## src/hw/rtl/vcu_pkg.sv

```systemverilog
// Shared types and constants for the vector clock unit.
// No dependencies; imported by vcu_ctrl, vcu_datapath and vector_clock_unit.
package vcu_pkg;

    localparam int NUM_PROCS   = 8;
    localparam int COUNT_WIDTH = 32;
    localparam int IDX_WIDTH   = 3;
    localparam int OUT_WIDTH   = 32;
    localparam int REMOTE_WIDTH = 32;
    localparam int PROC_IDX_W  = (NUM_PROCS > 1) ? $clog2(NUM_PROCS) : 1;
    localparam int VAL_WIDTH   = (COUNT_WIDTH > REMOTE_WIDTH) ? COUNT_WIDTH : REMOTE_WIDTH;

    localparam logic [COUNT_WIDTH-1:0] CNT_MAX = {COUNT_WIDTH{1'b1}};

    typedef logic [COUNT_WIDTH-1:0] count_t;

    typedef enum logic [1:0] {
        MODE_LOCAL   = 2'd0,
        MODE_MERGE   = 2'd1,
        MODE_COMPARE = 2'd2,
        MODE_READ    = 2'd3
    } mode_t;

    typedef struct packed {
        logic capture;
        logic execute;
    } vcu_cmd_t;

endpackage

```

## src/hw/rtl/vcu_ctrl.sv

```systemverilog
// Controller for the vector clock unit: input and output handshakes.
// Depends on vcu_pkg; drives the command struct of vcu_datapath.
module vcu_ctrl (
    input  logic              aclk,
    input  logic              aresetn,
    input  logic              s_valid,
    output logic              s_ready,
    output logic              m_valid,
    input  logic              m_ready,
    output vcu_pkg::vcu_cmd_t cmd
);
    import vcu_pkg::*;

    typedef enum logic {
        ST_IDLE,
        ST_EXEC
    } state_t;

    state_t state_reg;
    logic   m_valid_reg;
    logic   out_free;

    assign out_free    = !m_valid_reg || m_ready;
    assign s_ready     = (state_reg == ST_IDLE);
    assign m_valid     = m_valid_reg;
    assign cmd.capture = s_valid && (state_reg == ST_IDLE);
    assign cmd.execute = (state_reg == ST_EXEC) && out_free;

    always_ff @(posedge aclk) begin
        if (!aresetn) begin
            state_reg   <= ST_IDLE;
            m_valid_reg <= 1'b0;
        end else begin
            if (m_ready) begin
                m_valid_reg <= 1'b0;
            end
            unique case (state_reg)
                ST_IDLE: begin
                    if (s_valid) begin
                        state_reg <= ST_EXEC;
                    end
                end
                ST_EXEC: begin
                    if (out_free) begin
                        m_valid_reg <= 1'b1;
                        state_reg   <= ST_IDLE;
                    end
                end
                default: begin
                    state_reg <= ST_IDLE;
                end
            endcase
        end
    end

endmodule

```

## src/hw/rtl/vcu_datapath.sv

```systemverilog
// Datapath for the vector clock unit: clock entries, compare flags and result register.
// Depends on vcu_pkg; sequenced by vcu_ctrl through the command struct.
module vcu_datapath (
    input  logic                           aclk,
    input  logic                           aresetn,
    input  vcu_pkg::vcu_cmd_t              cmd,
    input  logic                           cfg_wr_en,
    input  logic [vcu_pkg::IDX_WIDTH-1:0]  cfg_wr_data,
    input  logic [1:0]                     s_mode,
    input  logic [vcu_pkg::IDX_WIDTH-1:0]  s_elem_index,
    input  logic [vcu_pkg::REMOTE_WIDTH-1:0] s_remote_count,
    input  logic                           s_last_elem,
    output logic [vcu_pkg::OUT_WIDTH-1:0]  m_entry_value,
    output logic                           m_verdict_valid,
    output logic                           m_happened_before,
    output logic                           m_saturated,
    output logic                           m_bad_index
);
    import vcu_pkg::*;

    count_t                  entries_reg [NUM_PROCS];
    logic                    seen_greater_reg;
    logic                    seen_less_reg;
    logic [IDX_WIDTH-1:0]    own_index_reg;

    mode_t                   mode_reg;
    logic [IDX_WIDTH-1:0]    idx_reg;
    logic [REMOTE_WIDTH-1:0] remote_reg;
    logic                    last_reg;

    logic [OUT_WIDTH-1:0]    entry_value_reg;
    logic                    verdict_reg;
    logic                    hb_reg;
    logic                    sat_reg;
    logic                    bad_reg;

    logic [IDX_WIDTH-1:0]    sel_idx;
    logic [PROC_IDX_W-1:0]   addr;
    logic                    bad;
    logic                    own_hit;
    logic                    do_inc;
    logic                    at_max;
    logic                    write_en;
    count_t                  old_val;
    count_t                  inc_val;
    count_t                  remote_sat;
    count_t                  new_val;
    count_t                  value;
    logic                    is_greater;
    logic                    is_less;
    logic                    seen_greater_next;
    logic                    seen_less_next;

    always_comb begin
        sel_idx    = (mode_reg == MODE_LOCAL) ? own_index_reg : idx_reg;
        bad        = (int'(sel_idx) >= NUM_PROCS);
        addr       = PROC_IDX_W'(sel_idx);
        old_val    = entries_reg[addr];
        own_hit    = (idx_reg == own_index_reg);
        remote_sat = (VAL_WIDTH'(remote_reg) > VAL_WIDTH'(CNT_MAX)) ? CNT_MAX
                                                                     : COUNT_WIDTH'(remote_reg);
        at_max     = (old_val == CNT_MAX);
        do_inc     = 1'b0;
        write_en   = 1'b0;
        new_val    = old_val;
        value      = '0;
        case (mode_reg)
            MODE_LOCAL: begin
                do_inc   = !bad;
                write_en = !bad;
            end
            MODE_MERGE: begin
                do_inc   = !bad && own_hit;
                write_en = !bad;
            end
            default: begin
            end
        endcase
        inc_val = (do_inc && !at_max) ? old_val + COUNT_WIDTH'(1) : old_val;
        if (mode_reg == MODE_MERGE && remote_sat > inc_val) begin
            new_val = remote_sat;
        end else begin
            new_val = inc_val;
        end
        if (!bad) begin
            value = write_en ? new_val : old_val;
        end
        is_greater = !bad && (old_val > remote_sat);
        is_less    = !bad && (old_val < remote_sat);
        seen_greater_next = seen_greater_reg;
        seen_less_next    = seen_less_reg;
        if (mode_reg == MODE_COMPARE) begin
            seen_greater_next = seen_greater_reg || is_greater;
            seen_less_next    = seen_less_reg || is_less;
        end
    end

    always_ff @(posedge aclk) begin
        if (cmd.capture) begin
            mode_reg   <= mode_t'(s_mode);
            idx_reg    <= s_elem_index;
            remote_reg <= s_remote_count;
            last_reg   <= s_last_elem;
        end
        if (cmd.execute) begin
            if (write_en) begin
                entries_reg[addr] <= new_val;
            end
            entry_value_reg <= OUT_WIDTH'(value);
            verdict_reg     <= (mode_reg == MODE_COMPARE) && last_reg;
            hb_reg          <= (mode_reg == MODE_COMPARE) && last_reg
                               && seen_less_next && !seen_greater_next;
            sat_reg         <= do_inc && at_max;
            bad_reg         <= bad;
        end
        if (!aresetn) begin
            for (int i = 0; i < NUM_PROCS; i++) begin
                entries_reg[i] <= '0;
            end
        end
    end

    always_ff @(posedge aclk) begin
        if (!aresetn) begin
            seen_greater_reg <= 1'b0;
            seen_less_reg    <= 1'b0;
            own_index_reg    <= '0;
        end else begin
            if (cfg_wr_en) begin
                own_index_reg <= cfg_wr_data;
            end
            if (cmd.execute) begin
                if (mode_reg == MODE_COMPARE && last_reg) begin
                    seen_greater_reg <= 1'b0;
                    seen_less_reg    <= 1'b0;
                end else begin
                    seen_greater_reg <= seen_greater_next;
                    seen_less_reg    <= seen_less_next;
                end
            end
        end
    end

    assign m_entry_value     = entry_value_reg;
    assign m_verdict_valid   = verdict_reg;
    assign m_happened_before = hb_reg;
    assign m_saturated       = sat_reg;
    assign m_bad_index       = bad_reg;

endmodule

```

## src/hw/rtl/vector_clock_unit.sv

```systemverilog
// Top level of the vector clock unit: controller, datapath and assertions.
// Depends on vcu_pkg, vcu_ctrl and vcu_datapath.
//
//   Channel  Ports                                             Direction
//   s_       s_valid/s_ready, mode, elem_index, remote_count,  in
//            last_elem
//   m_       m_valid/m_ready, entry_value, verdict_valid,      out
//            happened_before, saturated, bad_index
//   cfg_     cfg_wr_en, cfg_wr_data (own_index)                in
//
// Each item is captured first and then, in the update step, updates the entry
// register file and loads the result register.
// A new item is accepted while the previous result still waits for m_ready.
// The update step waits while the result register is full and not taken.
// Reset is synchronous and active low; it clears every entry and both flags.
module vector_clock_unit (
    input  logic                             aclk,
    input  logic                             aresetn,
    input  logic                             cfg_wr_en,
    input  logic [vcu_pkg::IDX_WIDTH-1:0]    cfg_wr_data,
    input  logic                             s_valid,
    output logic                             s_ready,
    input  logic [1:0]                       s_mode,
    input  logic [vcu_pkg::IDX_WIDTH-1:0]    s_elem_index,
    input  logic [vcu_pkg::REMOTE_WIDTH-1:0] s_remote_count,
    input  logic                             s_last_elem,
    output logic                             m_valid,
    input  logic                             m_ready,
    output logic [vcu_pkg::OUT_WIDTH-1:0]    m_entry_value,
    output logic                             m_verdict_valid,
    output logic                             m_happened_before,
    output logic                             m_saturated,
    output logic                             m_bad_index
);
    import vcu_pkg::*;

    vcu_cmd_t cmd;

    vcu_ctrl u_ctrl (
        .aclk    (aclk),
        .aresetn (aresetn),
        .s_valid (s_valid),
        .s_ready (s_ready),
        .m_valid (m_valid),
        .m_ready (m_ready),
        .cmd     (cmd)
    );

    vcu_datapath u_datapath (
        .aclk              (aclk),
        .aresetn           (aresetn),
        .cmd               (cmd),
        .cfg_wr_en         (cfg_wr_en),
        .cfg_wr_data       (cfg_wr_data),
        .s_mode            (s_mode),
        .s_elem_index      (s_elem_index),
        .s_remote_count    (s_remote_count),
        .s_last_elem       (s_last_elem),
        .m_entry_value     (m_entry_value),
        .m_verdict_valid   (m_verdict_valid),
        .m_happened_before (m_happened_before),
        .m_saturated       (m_saturated),
        .m_bad_index       (m_bad_index)
    );

    a_one_item: assert property (@(posedge aclk) disable iff (!aresetn)
        s_valid && s_ready |=> !s_ready)
        else $error("Second item accepted while one is in progress.");

    a_result_follows: assert property (@(posedge aclk) disable iff (!aresetn)
        s_valid && s_ready |=> ##1 m_valid)
        else $error("No result after the update step.");

    a_hb_needs_verdict: assert property (@(posedge aclk) disable iff (!aresetn)
        m_valid && !m_verdict_valid |-> !m_happened_before)
        else $error("Happened-before reported without a verdict.");

    a_bad_reads_zero: assert property (@(posedge aclk) disable iff (!aresetn)
        m_valid && m_bad_index |-> (m_entry_value == '0) && !m_saturated)
        else $error("Bad index item returned a value.");

endmodule
```

## config.mk

```make
export PLATFORM = sky130hd
export DESIGN_NAME = vector_clock_unit
export DESIGN_NICKNAME = d
export VERILOG_FILES = /design/src/hw/rtl/vcu_pkg.sv /design/src/hw/rtl/vcu_ctrl.sv /design/src/hw/rtl/vcu_datapath.sv /design/src/hw/rtl/vector_clock_unit.sv
export SDC_FILE = /design/constraint.sdc
export NUM_CORES = 1
export LEC_CHECK = 0
export BUFFER_PORTS_ARGS = -buffer_cell sky130_fd_sc_hd__clkbuf_2
export CAP_MARGIN = 20
export CORE_MARGIN = 5
export CORE_UTILIZATION = 46
export DETAILED_ROUTE_END_ITERATION = 12
export MAX_ROUTING_LAYER = met4
export PLACE_DENSITY = 0.62
export SETUP_SLACK_MARGIN = 0.1
export SYNTH_ARGS = -nofsm -noshare
export SYNTH_HDL_FRONTEND = slang
export SYNTH_SLANG_ARGS = --single-unit
```

## constraint.sdc

```tcl
create_clock -name aclk -period 6.2 [get_ports aclk]
set_clock_uncertainty 0.1 [all_clocks]
set_input_delay 1.24 -clock aclk [delete_from_list [all_inputs] [get_ports aclk]]
set_output_delay 1.24 -clock aclk [all_outputs]
set_load 0.005 [all_outputs]
```

Yosys cells after proc, flatten, opt, wreduce, memory -nomap -nowiden
Memories as Yosys holds them, arrays and structs flattened.
Index checks and enable logic that the tools add are counted.
- register bits after elaboration: 80
- RAM bits: 256
- input bits: 46
- output and inout bits: 38
- logic and storage cells: 61
- memories kept: 1
- memories (name ; words ; width ; rd ports ; clocked after memory_dff ; write ports ; RTL line ; text):
    u_datapath.entries_reg ; 8 ; 32 ; 1 ; 0 ; 9 ; vcu_datapath.sv:21 ; count_t entries_reg [NUM_PROCS];
- add/subtract/negate cells: 1
- magnitude comparators: 4
- equality and inequality tests: 4
- muxes and demuxes: 21
- bitwise logic cells: 1
- reductions and logical operators: 16
- operator list (cell ; number):
    $mux 32 ; 4
    $gt 32x32->1 ; 2
    $add 32x1->32 const B ; 1
    $eq 32x32->1 const B ; 1
    $gt 32x32->1 const B ; 1
    $lt 32x32->1 ; 1
    $mux 1 ; 14
    $logic_and 1x1->1 ; 8
    $pmux 1 s2 ; 2
    $eq 3x3->1 ; 1
    $logic_not 1->1 ; 3
    $logic_or 1x1->1 ; 3
    $mux 3 ; 1
    $eq 2x1->1 const B ; 1
    $eq 2x2->1 const B ; 1
    $logic_not 2->1 ; 1
    $reduce_or 2->1 ; 1
    $not 1->1 ; 1

Longest topological paths before layout
An unclocked memory read counts as a cell.
- depth in word-level cells: 11
- depth in mapped cells: 29
- depth with buffers taken out: 21

Hierarchy
Synthesis repeated with hierarchy kept, for this count alone.
- cell total of the unflattened synthesis: 2121
- area total of the unflattened synthesis: 18332.6 um2
- by module, submodules not included (module ; instances ; cells an instance ; area an instance (um2) ; seq. area each (um2)):
    vcu_datapath ; 1 ; 2112 ; 18230.0 ; 7417.1
    vcu_ctrl ; 1 ; 9 ; 102.6 ; 40.0

Worst setup path before layout
OpenSTA, ideal clock, no wires.
- path type: register -> register
- start: reg u_datapath.mode_reg[1]
- end: mem u_datapath.entries_reg[0][6] in the netlist's numbering
- library setup time: 132 ps
- arrival: 6333 ps
- required time: 5968 ps
- slack: -365 ps
- cell stages (with the launch flop): 28
- path buffers: 8
- period minus slack after synthesis: 6565 ps
- cell sequence: edfxtp_1 -> buf_2 -> or3b_1 -> nand2_2 -> buf_4 -> buf_2 -> a211oi_1 -> a2111oi_4 -> ha_1 -> nand3_1 -> or4_1 -> buf_2 -> nor3_2 -> o21a_1 -> clkbuf_1 -> nor2_1 -> ha_1 -> and4_1 -> nand3_1 -> or3_1 -> o41a_1 -> o41ai_1 -> clkbuf_1 -> buf_1 -> clkbuf_1 -> nor3_1 -> a31oi_1 -> o21ai_0
- RTL lines (what ; RTL line ; text):
    start, declared ; vcu_datapath.sv:26 ; mode_t mode_reg;
    start signal, assigned ; vcu_datapath.sv:100 ; mode_reg <= mode_t'(s_mode);
    end, declared ; vcu_datapath.sv:21 ;

Worst setup path after layout
- start: reg u_datapath.mode_reg[0]
- end: reg u_datapath.entry_value_reg[0], in the netlist u_datapath.m_entry_value[0], data pin
- word-level cells in the longest chain between the ends: 11
- elaborated cells between the ends (all ways): 16
- those cells by class: add/sub (1); order compare (1); eq/ne (2); mux (6); reduce/logical (5); memory (1)
- ends and longest elaborated chain (what ; RTL line ; text):
    parallel branches: the longest is 10 deep, another holds $mem_v2 8x32 ; - ;
    $mux 32 (*) ; vcu_datapath.sv:86 ; value = write_en ? new_val : old_val;
    named net u_datapath.value[0] ; vcu_datapath.sv:48 ; count_t value;
    end signal, assigned ; vcu_datapath.sv:109 ; entry_value_reg <= OUT_WIDTH'(value);
    end, declared ; vcu_datapath.sv:31 ; logic [OUT_WIDTH-1:0] entry_value_reg;
Mark *: on every way through the listed nets, which the timed path passes.
A chain may end at the register's enable or synchronous reset.

==> results.md <==
- The pin count of the biggest net entering global routing is 131.
- The instance count after placement with tap cells included is 2740.
- Summing internal, switching and leakage power gives 6.210 mW.
- The clock net in this run drives a total of 336 sinks.
- The net count reported at finish is 2478.
- The type of the worst min-delay path is reg -> reg.
- The number of failing setup endpoints in the final timing report is 194.
- The part of the Yosys area used for sequential elements is 42.19%.
- The number of levels the H-tree was split into is 2.
- VDD sags by at most 0.2409 mV.
- The via-per-instance ratio is 6.362.
- The initial antenna violation count is 1.
- After synthesis, the share of flip-flops with an asynchronous set or reset is 0%.
- Derived from the worst setup path, the maximum achievable clock frequency is 155.1 MHz.
- The register with the most flip-flops in the layout has 256 of them.
- For this run, the number of standard cells in the final layout without fillers is 2907.
- The overall die area is 0.04244 mm^2.
- Of the cells placed in the final design, the portion with a size suffix greater than 1 is 29.74%.
- The multi-input logic area is 0.01014 mm^2.
- The areal power density over the cells is 260.1 mW/mm^2.
- The Yosys warning count is 0.
- The clock tree from TritonCTS is built.
- The number of pins with negative max-slew slack in the final report came to 0.
- The count of filler cells inserted in the layout is 3121.
- The first detailed-routing pass ran for 5 iterations.
- By startpoint and endpoint, the worst setup path is classified as reg -> reg.
- The setup slack after layout is -0.2477 ns.
- Summed over all failing endpoints, the final setup total negative slack is -14.10 ns.
- The worst path in the final design needs a cycle of 6.448 ns, including I/O delays and setup.
- Ranked by total cell area, the synthesized netlist is headed by dfxtp_1, edfxtp_1, nand3_1.
- After detailed routing, the average wire length per cell comes to 25.07 um.
- STA classifies the critical path endpoint as a flop.
- The count of input and output buffers is 82.
- The layout overhead on the synthesized area is 35.08%.
- The detailed-route via count is 18490.
- The I/O pin count is 84.
- The clock network latency to the later pin of the worst-skew pair is 0.57 ns.
- The hold path depth is 2.
- The tool flagged a number of max-cap violations equal to 0.
- The run finished, with violations left.
- The number of endpoints with negative hold slack in the final report came to 0.
- dfxtp_1 takes more of the synthesized area than any other cell.
- Once detail routing completed, the nets flagged for antenna violations numbered 0.
- The wire length of the first global-routing pass is 103800 um.
- The flop and latch count out of synthesis is 336.
- Measured along the y axis, the die boundary spans 206.0 um.
- The die is 206.0 um wide.
- The cell area that synthesis handed to floorplanning was 0.01767 mm^2.
- The analysis attributes to cell leakage a power of 9.388 nW.
- The maximum fanout encountered on the critical timing path is 7.
- After legalization and detailed placement, the total HPWL measured 47380 um.
- The arrival time reported for the critical path endpoint is 6.67 ns.
- Data on the critical path is required at its endpoint by 6.42 ns.
- The total clock buffers created by CTS is 38.
- The worst slew margin relative to its limit is 17.15%.
- The worst hold slack after final layout is 0.3495 ns.
- Setup slack on the worst reg-to-reg path comes out at -0.25 ns.
- The netlist uses 81 different library cells.
- When the netlist entered floorplanning its net count stood at 2138.
- Setup repair after global routing could not meet its margin everywhere.
- For the pin with the worst max-slew slack, the measured transition is 1.240 ns.
- In the routed design, unresolved DRC markers number 0.
- The clock passes through at most 3 buffers.
- The overall fraction of global-route tracks in use is 32.75%.
- Clock-pin slew was measured on the worst setup and hold paths at 0.06 ns.
- Counting every instance in the synthesized netlist gives 2027.
- In this run the clock root is driven by a clkbuf_16.
- The initial utilization of the core area, before any placement, comes to 46.81%.
- The worst flop-to-flop path endpoint is u_datapath.m_entry_value[0]$_DFFE_PP_.
- The overall overflow remaining after global route is 0.
- The region available for standard cell placement spans 0.03776 mm^2.
- Among all flip-flop cells after synthesis, the most frequent one is dfxtp_1.
- In the final layout, flip-flops and latches occupy 0.007457 mm^2.
- In this run the critical register-to-register path is launched from u_datapath.mode_reg[0]$_DFFE_PP_.
- The via count of the first global-routing pass was 17110.
- The final reports fail on negative setup slack.
- Averaged over all synthesized cells, the footprint is 8.720 um^2.
- The number of flops mapped to enable cells by yosys is 73.
- The overall routed net length is 72890 um.
- The fraction of post-synthesis cell area in the top cell type by area is 29.79%.
- Following the worst setup path forward leads to its endpoint at u_datapath.m_entry_value[0]$_DFFE_PP_.
- At the end of the flow the core is filled with cells to 63.23%.
- STA classifies the critical path startpoint as a flop.
- For this block, the initial DRC count from the detailed router was 2339.
- The period utilization is 104.0%.
- The most critical setup path has its startpoint at u_datapath.mode_reg[0]$_DFFE_PP_.
- Row generation in the floorplan step produced 71 rows.
- At the end of routability-driven placement, the weighted congestion stood at 0.9776.
- The number of cells on the worst reg-to-reg path is 27.
-- worst min-delay path by stage --
| stage | from | endpoint | slack, ns |
|---|---|---|---|
| final | u_datapath.entries_reg[6][14]$_SDFFE_PN0P_ | u_datapath.entries_reg[6][14]$_SDFFE_PN0P_ | 0.35 |
| after CTS | u_datapath.entries_reg[6][14]$_SDFFE_PN0P_ | u_datapath.entries_reg[6][14]$_SDFFE_PN0P_ | 0.35 |
| after global routing | u_datapath.entries_reg[0][14]$_SDFFE_PN0P_ | u_datapath.entries_reg[0][14]$_SDFFE_PN0P_ | 0.36 |
| after floorplan | u_datapath.entries_reg[2][14]$_SDFFE_PN0P_ | u_datapath.entries_reg[2][14]$_SDFFE_PN0P_ | 0.33 |
| after global placement | u_datapath.entries_reg[6][14]$_SDFFE_PN0P_ | u_datapath.entries_reg[6][14]$_SDFFE_PN0P_ | 0.34 |
| after detailed placement | u_datapath.entries_reg[6][14]$_SDFFE_PN0P_ | u_datapath.entries_reg[6][14]$_SDFFE_PN0P_ | 0.34 |
-- layout by cell type (no fill, tap or decap), types with 34 or more instances in the layout --
master     Yosys  routed
a31oi_1       36      34
nand3_1      196     184
nor2_1        92      80
nand2_1      134     127
buf_12         0      42
inv_1         63      58
nor3_1        98      93
dfxtp_1      263     263
a21boi_1      27      53
o31ai_1       59      54
ha_1          65      63
a21oi_1      122     118
and3_1        36      36
o21ai_1       23     113
clkbuf_16      0      49
edfxtp_1      73      73
clkbuf_2       0      83
o21ai_0      184      83
buf_4          8     290
buf_6          2      35
-- final cells by class --
| class | instances | share of cell area [%] |
|---|---|---|
| Antenna cell | 2 | 0.02096 |
| Clock buffer | 62 | 4.638 |
| Clock inverter | 5 | 0.3564 |
| Inverter | 63 | 0.9905 |
| Multi-Input combinational cell | 1461 | 42.47 |
| Sequential cell | 336 | 31.24 |
| Tap cell | 511 | 2.678 |
| Timing Repair Buffer | 467 | 17.61 |
-- critical path: stages (launching register included) --
cell	delay [ns]
edfxtp_1	0.51
buf_6	0.17
nor3b_4	0.22
buf_12	0.17
nor2_8	0.06
buf_12	0.14
mux2i_2	0.16
a2111o_1	0.49
or4_4	0.59
buf_6	0.14
a31oi_4	0.19
nand4_1	0.24
buf_6	0.25
buf_4	0.13
o21a_1	0.19
nor2_1	0.10
ha_1	0.20
and4_4	0.25
nand3_4	0.07
or3_4	0.36
o41a_1	0.35
buf_4	0.15
o41a_4	0.14
buf_6	0.16
a21oi_1	0.18
nand4_1	0.15
buf_6	0.18
clkbuf_16	0.15
-- cells by family after synthesis --
group | Yosys count | synth area share [%]
other cells | 1 | 0.02122
flops | 336 | 42.19
xor+xnor | 29 | 1.734
buf+inv | 233 | 5.479
simple gates | 654 | 18.41
mux | 48 | 2.895
fa+ha+maj | 65 | 4.601
compound gates | 661 | 24.67
-- power by group --
part / total, mW / internal, mW / switching (mW)
clock: 2.22 / 1.30 / 0.914
combinational: 1.64 / 0.718 / 0.921
sequential: 2.35 / 2.31 / 0.0438
-- per-layer routing --
layer	vias up	share of wire, %	GRT usage, %
met5	-	0	-
met4	0	5.4	13.40
met3	281	9.8	6.198
met2	1103	45	50.41
met1	8925	40	42.67
li1	8185	-	-
-- cells in the mapped netlist, types with 13 or more instances --
master and instances:
mux2_2 25, xnor2_1 17, a2111oi_2 13, a21boi_1 27, dfxtp_1 263, o211ai_1 27, o2111a_1 15, a21oi_1 122
a31oi_1 36, edfxtp_1 73, nand3_1 196, a21o_1 19, clkbuf_1 114, nor3_1 98, o21ai_1 23, buf_2 39
mux2i_1 23, o31ai_1 59, o21a_1 16, a21boi_0 46, nand2_1 134, o21ai_0 184, ha_1 65, inv_1 63
nor2_1 92, and3_1 36, a211oi_1 38, and2_1 20, nand4_1 25
-- stage by stage --
stage / worst slack [ns] / cell area (um^2)
floorplan: 0.09770 / 17770
global placement: -0.4490 / 20650
detailed placement: -0.4741 / 20650
CTS: -0.1528 / 22230
global route: -0.4000 / 23870
finish: -0.2477 / 23870
-- repair_timing --
item,in CTS,in global routing
resized for setup,87,275
setup buffers,11,71
hold buffers,0,0
endpoints found under the setup margin,288,288
gates cloned,0,15
pin swaps,18,75
Power figures use the tool's default switching activity.
